<file path="src/rtl/core/bsa_pkg.sv">
// Shared types and constants for the bitmap slot allocator.
// No dependencies; imported by every module of the block except bsa_ram.
`default_nettype none

package bsa_pkg;

	localparam int IDX_W = 12;   // slot number on the input
	localparam int SLOT_W = 13;  // size register and first-free index

	localparam int DEF_MAX_BITS = 4096;
	localparam int DEF_WORD_BITS = 32;
	localparam int SIZE_RESET = 4096;

	localparam logic FUNC_SET = 1'b0;
	localparam logic FUNC_CLR = 1'b1;

	localparam logic STATUS_OK = 1'b0;
	localparam logic STATUS_ERR = 1'b1;

	typedef enum logic [1:0] {
		ST_IDLE,
		ST_OP,
		ST_SCAN,
		ST_RESP
	} bsa_state_t;

	// controller to datapath
	typedef struct packed {
		logic load;       // capture transaction, read its bitmap word
		logic set_err;    // result carries an error
		logic do_set;     // write word with slot bit set
		logic do_clear;   // write word with slot bit cleared
		logic scan_take;  // scan finished, update first-free and full
		logic scan_next;  // read the next bitmap word
		logic push;       // load the result register
	} bsa_cmd_t;

	// datapath to controller
	typedef struct packed {
		logic range_err;
		logic is_clear;
		logic bit_used;
		logic need_scan;
		logic scan_done;
	} bsa_stat_t;

endpackage

`default_nettype wire

</file>
<file path="src/rtl/core/bsa_ctrl.sv">
// Sequencing state machine for the bitmap slot allocator.
// Depends on bsa_pkg; drives bsa_dp through bsa_cmd_t.
`default_nettype none

module bsa_ctrl import bsa_pkg::*; (
	input  wire logic      clk,
	input  wire logic      arst_n,
	input  wire logic      in_valid,
	output logic           in_stall,
	output logic           out_valid,
	input  wire logic      out_stall,
	input  wire bsa_stat_t stat,
	output bsa_cmd_t       cmd
);

	bsa_state_t state_q, state_d;
	logic       out_valid_q;
	logic       out_free;

	always_ff @(posedge clk or negedge arst_n) begin
		if (!arst_n) begin
			state_q <= ST_IDLE;
			out_valid_q <= 1'b0;
		end else begin
			state_q <= state_d;
			if (cmd.push) begin
				out_valid_q <= 1'b1;
			end else if (!out_stall) begin
				out_valid_q <= 1'b0;
			end
		end
	end

	assign out_free = !out_valid_q || !out_stall;

	always_comb begin
		cmd = '0;
		state_d = state_q;
		unique case (state_q)
			ST_IDLE: begin
				if (in_valid) begin
					cmd.load = 1'b1;
					state_d = ST_OP;
				end
			end
			ST_OP: begin
				state_d = ST_RESP;
				if (stat.range_err || (stat.is_clear && !stat.bit_used)) begin
					cmd.set_err = 1'b1;
				end else if (stat.is_clear) begin
					cmd.do_clear = 1'b1;
				end else begin
					cmd.do_set = 1'b1;
					// setting the first free slot starts the search upward
					if (stat.need_scan) begin
						if (stat.scan_done) begin
							cmd.scan_take = 1'b1;
						end else begin
							cmd.scan_next = 1'b1;
							state_d = ST_SCAN;
						end
					end
				end
			end
			ST_SCAN: begin
				if (stat.scan_done) begin
					cmd.scan_take = 1'b1;
					state_d = ST_RESP;
				end else begin
					cmd.scan_next = 1'b1;
				end
			end
			ST_RESP: begin
				if (out_free) begin
					cmd.push = 1'b1;
					state_d = ST_IDLE;
				end
			end
			default: begin
				state_d = ST_IDLE;
			end
		endcase
	end

	assign in_stall = (state_q != ST_IDLE);
	assign out_valid = out_valid_q;

endmodule

`default_nettype wire

</file>
<file path="config.mk">
export PLATFORM = sky130hd
export DESIGN_NAME = bsa_ctrl
export DESIGN_NICKNAME = d
export VERILOG_FILES = /design/src/rtl/core/bsa_pkg.sv /design/src/rtl/core/bsa_ctrl.sv
export SDC_FILE = /design/constraint.sdc
export NUM_CORES = 1
export LEC_CHECK = 0
export BUFFER_PORTS_ARGS = -buffer_cell sky130_fd_sc_hd__buf_2
export CORE_AREA = 10 10 47 49
export DETAILED_ROUTE_END_ITERATION = 8
export DIE_AREA = 0 0 57 59
export GPL_TIMING_DRIVEN = 0
export HOLD_SLACK_MARGIN = 0.03
export SYNTH_ARGS = -nofsm -noshare
export SYNTH_HDL_FRONTEND = slang
export SYNTH_SLANG_ARGS = --single-unit
</file>
<file path="constraint.sdc">
create_clock -name clk -period 1.8 [get_ports clk]
set_input_delay 0.36 -clock clk [delete_from_list [all_inputs] [get_ports clk]]
set_output_delay 0.36 -clock clk [all_outputs]
set_load 0.1 [all_outputs]
</file>
== Word-level counts from Yosys, hierarchy flattened ==
Index checks and enable logic that the tools add are counted.

* Add/sub/neg operators: 0
* Multipliers: 0
* Div/mod/pow operators: 0
* $lt $le $gt $ge: 0
* Equal/unequal tests: 7
* Shift operators: 0
* Multiplexer cells: 24
* Bitwise logic cells: 0
* Reductions and logical operators: 9

{| class="wikitable"
|+ Operators by type and width
! kind !! number
|-
| $mux 1 || 15
|-
| $mux 2 || 5
|-
| $pmux 2 s4 || 1
|-
| $ne 2x2->1 const B || 3
|-
| $eq 2x2->1 const B || 2
|-
| $mux 4 || 1
|-
| $pmux 2 s2 || 1
|-
| $logic_not 1->1 || 3
|-
| $mux 3 || 1
|-
| $reduce_and 3->1 || 1
|-
| $eq 2x1->1 const B || 1
|-
| $logic_not 2->1 || 1
|-
| $logic_or 1x1->1 || 2
|-
| $ne 2x1->1 const B || 1
|-
| $reduce_bool 2->1 || 1
|-
| $logic_and 1x1->1 || 1
|}

* Bits in registers: 3
* Bits in latches: 0
* Bits in writable memories: 0
* Memory bits (read-only): 0
* Bits of input ports: 9
* Output and inout bits: 9
* Word-level logic and storage cells: 42
* Memories kept: 0

== Logic depth before layout (Yosys ltp) ==
Gate-level depths: netlist of the first run.

* Depth in word-level cells: 5
* Depth in mapped cells: 5
* Mapped depth without buffers: 5

== Worst setup path before layout of the first run ==
OpenSTA, ideal clock, no wires.

* Kind: register -> output
* Start: register out_valid_q, in the netlist out_valid
* End: output cmd[0] in the netlist's numbering
* Data arrival time: 3.075 ns
* Data required time: 1.440 ns
* Path slack: -1.635 ns
* Stages on the path, launching flop included: 2
* Path buffers: 0
* Cell sequence: dfrtp_1 > a21boi_0

{| class="wikitable"
|+ RTL lines
! item !! line !! text
|-
| start: declaration || bsa_ctrl.sv:17 || <nowiki>logic out_valid_q;</nowiki>
|-
| start signal: assignment || bsa_ctrl.sv:23 || <nowiki>out_valid_q <= 1'b0;</nowiki>
|-
| start signal: assignment || bsa_ctrl.sv:27 || <nowiki>out_valid_q <= 1'b1;</nowiki>
|-
| start signal: assignment || bsa_ctrl.sv:29 || <nowiki>out_valid_q <= 1'b0;</nowiki>
|-
| end: declaration || bsa_ctrl.sv:13 || <nowiki>output bsa_cmd_t cmd</nowiki>
|}

==> metrics.yaml, run 1 <==
route:
  vias: 349
  first_pass_iters: 2
  drc: 0
  vias_per_cell: 4.418
  routed_wl_microns: 904
  drtIter0Drc: 1
  antenna_left: 0
  wl_per_cell_microns: 11.44
min_path:
  hold_depth: 2
  holdCritStartpoint: "out_stall"
  holdCritPathClass: "primary input to register"
  hold_end: "out_valid"
status:
  violations: "setup timing"
  status: "finished, violations left"
sta:
  period_minus_slack_ns: 1.835
  drv_slew: 0
  fin_crit_sh_pct: 101.9
  worst_pin_slew_ns: 0.4845
  fmax_mhz: 545.0
  timing.slew.headroom_pct: 67.92
  setup_viol: 2
  final.setup_skew_ns: 0.002386
  hold_violations: 0
  rsz0062_at_grt: "yes"
  setup_ws_ns: -0.03491
flow_run:
  drv_cap: 0
worst_setup_path:
  worstRegToRegCells: 7
  worstSetupPathType: "register to output port"
  timing.rr.start: "state_q[1]"
  cp-end-kind: "output port"
  rrSetupSlack_ns: 0.28
  worstPathMaxFanout: 5
  crit_path_start_kind: "register"
  worstPathArrival_ns: 1.47
  worst_ep_required_time_ns: 1.44
  r2r_end: "state_q[0]"
synthesis:
  netlist-cell-type-count: 22
  yosys-top-cells-area: "dfrtp_1 (24%), ha_1 (20%), inv_1 (5.9%)"
  synth_top_area_share_pct: 23.53
  ys_warn_count: 0
  syn-num-nets: 49
  syn_inst: 35
  syn_avg_cell_area_sq_um: 9.116
  syn-cell-area_sq_um: 319.1
  ys_ff_latch: 3
  yosysTopAreaCell: "dfrtp_1"
  ys_seq_area_share_pct: 23.53
die:
  rows: 14
  start_util_pct: 22.77
  die_w_microns: 57
  die-area_sq_um: 3363
  die_y_microns: 59
  coreArea_sq_um: 1401
  io_pins: 18
finish:
  stdcell_count: 79
  area_growth_pct: 98.82
  n_fill_cell: 148
  diodes: 0
  fin_nets: 78
  drive_gt1_share_pct: 65.08
global_routing:
  grt_start_max_net_pins: 6
  grt_pass1_wl_microns: 1518
  grt_usage_pct: 5.637
  antenna_found_initial: 0
  grt_pass1_vias: 370
  gr-total-overflow: 0
place:
  dp_hpwl_microns: 700.1
  dp.cells: 68
  gp_congestion: 0.6676
  pre_cts_ws_ns: -0.1093
  portBuffers: 17
cts:
  max-clock-path-buffers: 2
  cts.sinks: 3
  cts_buffers: 3
  clk_pin_slew_ns: 0.03
  cts_tree: "done"
  cts_max_level: 1
  cts-root-buf: "clkbuf_4"
  clk_latency_ns: 0.23
[layout by cell type (no fill, tap or decap)]
master / synthesis / final
nor2_4: 0 / 2
buf_2: 0 / 9
o41ai_1: 1 / 1
o21ai_4: 0 / 1
dlygate4sd3_1: 0 / 1
nand2b_1: 1 / 1
o21a_1: 1 / 1
or2_1: 1 / 1
ha_4: 0 / 2
and2_4: 1 / 1
and4bb_1: 1 / 1
a31o_1: 1 / 1
a31oi_1: 1 / 1
dfrtp_1: 3 / 1
buf_12: 0 / 2
clkbuf_1: 0 / 1
and4b_2: 0 / 1
nor2b_1: 1 / 1
a41oi_1: 2 / 2
nor2_1: 3 / 1
a21o_1: 1 / 1
buf_6: 0 / 1
ha_2: 0 / 1
nand2b_4: 1 / 1
nor3b_4: 0 / 1
nand3_1: 1 / 1
a21boi_4: 0 / 1
clkbuf_4: 0 / 5
and2_1: 1 / 1
buf_4: 0 / 9
dfrtp_2: 0 / 2
ha_1: 5 / 2
inv_1: 5 / 3
inv_2: 0 / 2
[kinds of logic after synthesis]
family          Yosys count  share of synthesized area, %
simple gates             13                         29.41
compound gates            9                         21.57
buf+inv                   5                         5.883
fa+ha+maj                 5                         19.61
flops                     3                         23.53
[Yosys cell counts]
library cell  count
and2_1            1
a21boi_0          1
a31o_1            1
nor2b_1           1
nor2_1            3
or2_1             1
o21a_1            1
nor3b_1           1
nand2b_4          1
inv_1             5
a21o_1            1
nand2b_1          1
and4bb_1          1
dfrtp_1           3
and4b_1           1
ha_1              5
a41oi_1           2
o41ai_1           1
o21ai_1           1
and2_4            1
a31oi_1           1
nand3_1           1
[layout make-up]
cell class,count,area (sq um),share of cell area (%)
clock buffer,4,26.28,4.142
tap,16,20.02,3.156
sequential,3,77.57,12.23
inverter,5,18.77,2.959
multi-input combinational,27,302.8,47.73
timing repair buffer,24,188.9,29.78
[sequential cells by signal, summed over array words and instances (netlist names)]
name and cells:
out_valid 1, state_q 2
[metrics by stage]
stage	hold slack (ns)	cell area (sq um)	util [%]	setup TNS (ns)
after global routing	0.4092	634.4	45.27	-0.2028
after global placement	0.1561	476.7	34.02	-0.1859
after detailed placement	0.1579	476.7	34.02	-0.2125
final	0.4069	634.4	45.27	-0.06964
after CTS	0.4023	610.6	43.57	-0.1078
after floorplan	0.06441	371.6	-	-0.05216
[how the worst max path moves through the flow]
stage,startpoint,to,slack (ns)
CTS,state_q[0],cmd[1],-0.05
finish,state_q[0],cmd[2],-0.03
floorplan,state_q[0],cmd[6],-0.03
global placement,state_q[0],cmd[1],-0.09
detailed placement,state_q[0],cmd[1],-0.11
global route,state_q[1],cmd[1],-0.10
[per-layer routing]
metal | share of wire, % | GRT usage [%] | vias up
li1 | - | - | 182
met4 | 0 | 3.020 | 0
met2 | 59 | 9.922 | 5
met5 | 0 | 0 | -
met3 | 4.2 | 3.004 | 0
met1 | 37 | 5.156 | 162
[critical path, cell delays in order, from the launching register on]
cell      delay (ns)
dfrtp_2         0.43
ha_4            0.18
and4bb_1        0.23
o21ai_4         0.19
nor2_4          0.05
buf_12          0.16
[timing repair]
action                                  in CTS  in global routing
hold buffers                                 1                  0
setup buffers                                4                  2
hold endpoints to repair                     3                  0
endpoints found under the setup margin       8                  5
resized for setup                           18                  3
pin swaps                                    0                  1
Power of run 1 is left out: the tool's default activity adds up to more than one toggle a clock period on the data nets, which glitch-free logic cannot reach.
==> run 2: changes to the inputs <==
CORE_AREA = 4 4 41 43   (was 10 10 47 49)
DIE_AREA = 0 0 45 47   (was 0 0 57 59)
==> metrics.yaml, run 2 (synthesis gave the netlist of run 1 again) <==
route:
  drtIter0Drc: 2  # +1
  wl_per_cell_microns: 10.62  # -7.2%
  first_pass_iters: 3  # +1
  routed_wl_microns: 786  # -13%
  antenna_left: 0  # unchanged
  vias: 337  # -3.4%
  vias_per_cell: 4.554  # +3.1%
  drc: 0  # unchanged
sta:
  rsz0062_at_grt: "yes"
  setup_ws_ns: -0.04590  # -0.01099 ns
  fin_hold_ws_ns: 0.4061  # -0.0007600 ns
  fmax_mhz: 541.7  # -0.60%
  worst_pin_slew_ns: 0.4838  # -0.0007150 ns
  fin_crit_sh_pct: 102.5  # +0.61 points
  timing.slew.headroom_pct: 67.97  # about the same
  hold_violations: 0  # unchanged
  final.setup_skew_ns: 0.0009669  # -0.001419 ns
  period_minus_slack_ns: 1.846  # +0.01099 ns
  drv_slew: 0  # unchanged
  finalSetupTns_ns: -0.08780  # -0.01816 ns
  setup_viol: 2  # unchanged
worst_setup_path:
  worstPathCellList: "ha_4 > and4bb_1 > o21ai_4 > nor2_4 > buf_12"
  crit_path_start_kind: "register"
  cp_num_cells: 5  # unchanged
  max_stage_delay_ns: 0.44  # about the same
  cp_slowest_cell: "dfrtp_2"
  worstPathMaxFanout: 5  # unchanged
  cp-end-kind: "output port"
  crit_family: "flip-flops"
  critPathBufInv: 1  # unchanged
  worstSetupPathType: "register to output port"
  worstRegToRegCells: 6  # -1
  worst_ep_required_time_ns: 1.44  # about the same
  worstPathArrival_ns: 1.49  # +0.02 ns
cts:
  cts_tree: "done"
  clk_latency_ns: 0.23  # about the same
  cts_buffers: 3  # unchanged
  clk_pin_slew_ns: 0.04  # about the same
  cts_max_level: 1  # unchanged
  cts-root-buf: "clkbuf_4"
  cts.sinks: 3  # unchanged
  max-clock-path-buffers: 2  # unchanged
die:
  die-area_sq_um: 2115  # -37%
  die_y_microns: 47  # -20%
  io_pins: 18  # unchanged
  rows: 13  # -1
  start_util_pct: 24.52  # +1.8 points
  die_w_microns: 45  # -21%
  coreArea_sq_um: 1301  # -7.1%
global_routing:
  grt_pass1_vias: 294  # -21%
  grt_pass1_wl_microns: 1207  # -20%
  grt_usage_pct: 8.300  # +2.7 points
  grt_start_max_net_pins: 6  # unchanged
  gr-total-overflow: 0  # unchanged
  antenna_found_initial: 0  # unchanged
finish:
  area_growth_pct: 87.84
  drive_gt1_share_pct: 62.71  # -2.4 points
  diodes: 0  # unchanged
  finish.instance_area_sq_um: 599.3  # -5.5%
  layout_common_cells: "buf_2 (9), buf_4 (6), clkbuf_4 (5)"
  largest_reg_flops: 2  # unchanged
  fin_nets: 74  # -5.1%
  layout_commonest_cell: "buf_2"
  top_register: "state_q"
place:
  portBuffers: 17  # unchanged
  dpl_cell_area_sq_um: 475.5  # -0.26%
  gp_congestion: 0.6815  # +2.1%
flow_run:
  drv_cap: 0  # unchanged
min_path:
  hold_depth: 2  # unchanged
  holdCritPathClass: "primary input to register"
status:
  violations: "setup timing"
  status: "finished, violations left"
run 2: changes by cell type in the layout (fill, tap and decap cells not counted), sizes merged:
cell and change:
buf -4
run 2: layout make-up:
type,count,area (sq um)
Fill cell,131,701.9
Multi-Input combinational cell,27,302.8
Timing Repair Buffer,20,155.1
Sequential cell,3,77.57
Clock buffer,4,26.28
Inverter,5,18.77
Tap cell,15,18.77
run 2: stage by stage:
stage	setup slack [ns]	std cells	utilization [%]
after floorplan	-0.02685	35	-
after global placement	-0.08241	67	36.54
after detailed placement	-0.1031	67	36.54
after CTS	-0.04531	74	45.67
after global routing	-0.1109	74	46.06
final	-0.04590	74	46.06
run 2: timing repair:
action / 4_1_cts / 5_1_grt
hold endpoints to repair: 3 / 0
buffers inserted: 2 / 0
endpoints found under the setup margin: 8 / 4
hold buffers: 1 / 0
resized for setup: 18 / 2
run 2: final timing paths:
| path | from | end | slack, ns |
|---|---|---|---|
| worst max-delay path | state_q[0] | cmd[1] | -0.05 |
| worst min-delay path | out_stall | out_valid | 0.41 |
| worst max register to register | state_q[1] | state_q[0] | 0.39 |
| worst min register to register | out_valid | out_valid | 0.56 |
| max in group asynchronous | arst_n | state_q[0] | 1.23 |
| min in group asynchronous | arst_n | state_q[1] | 0.46 |
run 2: worst register-to-register path: stages (launching register included):
cell and delay (ns):
dfrtp_1 0.37, inv_2 0.06, buf_4 0.15, ha_1 0.18, or2_1 0.20, a41oi_1 0.21
a41oi_1 0.07
run 2: metal layers:
metal,routed length (microns),vias up,track usage (%)
met2,440,7,14.12
met1,309,154,8.428
met4,0,0,7.018
li1,-,176,-
met3,37,0,2.299
met5,0,-,0
Power of run 2 is left out for the same reason.
==> run 3: changes to the inputs <==
CELL_PAD_IN_SITES_DETAIL_PLACEMENT = 1   (was unset)
CELL_PAD_IN_SITES_GLOBAL_PLACEMENT = 1   (was unset)
PLACE_DENSITY_LB_ADDON = 0.1   (was unset)
==> metrics.yaml, run 3 (synthesis gave the netlist of run 1 again) <==
die:
  die-area_sq_um: 2115  # unchanged
  die_w_microns: 45  # unchanged
  coreArea_sq_um: 1301  # unchanged
  io_pins: 18  # unchanged
  die_y_microns: 47  # unchanged
  start_util_pct: 24.52  # unchanged
  rows: 13  # unchanged
sta:
  fmax_mhz: 538.1  # -0.67%
  fin_hold_ws_ns: 0.4067  # +0.0005630 ns
  period_minus_slack_ns: 1.858  # +0.01252 ns
  worst_pin_slew_ns: 0.4882  # +0.004465 ns
  setup_viol: 2  # unchanged
  fin_crit_sh_pct: 103.2  # +0.70 points
  hold_violations: 0  # unchanged
  rsz0062_at_grt: "yes"
  setup_ws_ns: -0.05841  # -0.01252 ns
  drv_slew: 0  # unchanged
  timing.slew.headroom_pct: 67.67  # -0.30 points
  final.setup_skew_ns: 0.002506  # +0.001539 ns
route:
  antenna_left: 0  # unchanged
  wl_met3_microns: 29  # -22%
  wl_per_cell_microns: 11.74  # +10%
  first_pass_iters: 3  # unchanged
  vias: 345  # +2.4%
  routed_wl_microns: 892  # +13%
  wl_met2_microns: 534  # +21%
  drtIter0Drc: 1  # -1
  vias_per_cell: 4.539  # -0.32%
  drt-met1-wl_microns: 328  # +6.1%
  drc: 0  # unchanged
  topRoutingLayerUsed: "met3"
finish:
  top_register: "state_q"
  diodes: 0  # unchanged
  regArea_sq_um: 77.57  # unchanged
  area_growth_pct: 92.94
  finish.instance_area_sq_um: 615.6  # +2.7%
  drive_gt1_share_pct: 59.02  # -3.7 points
  fin_nets: 76  # +2.7%
  multi_input_area_sq_um: 287.8  # -5.0%
  n_fill_cell: 155  # +18%
  final_util_pct: 47.31  # +1.3 points
  layout_common_cells: "buf_2 (9), buf_4 (6), clkbuf_4 (5)"
  layout_commonest_cell: "buf_2"
  largest_reg_flops: 2  # unchanged
cts:
  cts_buffers: 3  # unchanged
  cts_tree: "done"
  cts_max_level: 1  # unchanged
  cts.sinks: 3  # unchanged
  max-clock-path-buffers: 2  # unchanged
  clk_pin_slew_ns: 0.04  # about the same
  cts-root-buf: "clkbuf_4"
  clk_latency_ns: 0.23  # about the same
status:
  status: "finished, violations left"
  violations: "setup timing"
worst_setup_path:
  worstPathMaxFanout: 5  # unchanged
  rrSetupSlack_ns: 0.25  # -0.14 ns
  worstSetupPathType: "register to output port"
  worstRegToRegCells: 7  # +1
  worstPathArrival_ns: 1.50  # about the same
  r2r_end: "state_q[0]"
  worst_ep_required_time_ns: 1.44  # about the same
  timing.rr.start: "state_q[1]"
  crit_path_start: "state_q[1]"
  cp-end-kind: "output port"
  crit_path_start_kind: "register"
place:
  dpl_cell_area_sq_um: 475.5  # unchanged
  pre_cts_ws_ns: -0.1197  # -0.01665 ns
  dp_hpwl_microns: 748.1
  gp_congestion: 0.6846  # +0.45%
  portBuffers: 17  # unchanged
min_path:
  hold_end: "out_valid"
  holdCritPathClass: "primary input to register"
  holdCritStartpoint: "out_stall"
  hold_depth: 2  # unchanged
flow_run:
  drv_cap: 0  # unchanged
global_routing:
  antenna_found_initial: 0  # unchanged
  grt_pass1_vias: 382  # +30%
  grt_start_max_net_pins: 6  # unchanged
  grt_usage_pct: 9.019  # +0.72 points
  grt_pass1_wl_microns: 1428  # +18%
  gr-total-overflow: 0  # unchanged
-- run 3: critical path: stages (launching register included) --
cell and delay [ns]:
dfrtp_1 0.40, inv_2 0.11, ha_4 0.16, and4bb_1 0.24, o21ai_4 0.08, nor2_4 0.11
buf_12 0.18
-- run 3: worst max-delay path by stage --
stage	cells past startpoint	end
floorplan	3	cmd[6]
global placement	5	cmd[1]
detailed placement	5	cmd[1]
CTS	6	cmd[1]
global route	6	cmd[1]
finish	6	cmd[2]
-- run 3: cell type report --
| type | count | area share (%) |
|---|---|---|
| multi-input combinational | 27 | 46.75 |
| timing repair buffer | 22 | 30.28 |
| sequential | 3 | 12.60 |
| clock buffer | 4 | 4.268 |
| inverter | 5 | 3.049 |
| tap | 15 | 3.049 |
-- run 3: per-layer routing --
metal,vias up,GRT usage [%]
met1,161,9.132
met2,6,18.36
li1,178,-
met3,0,1.149
met5,-,0
met4,0,3.509
-- run 3: per-stage QoR --
step,instances,setup TNS [ns]
floorplan,35,-0.05216
global placement,67,-0.1644
detailed placement,67,-0.2372
CTS,74,-0.1112
global route,76,-0.2931
finish,76,-0.1158
-- run 3: timing repair --
action,4_1_cts,5_1_grt
setup endpoints to repair,8,6
setup buffers,2,2
hold endpoints to repair,3,0
resized for setup,15,6
hold buffers,1,0
Power of run 3 is left out for the same reason.
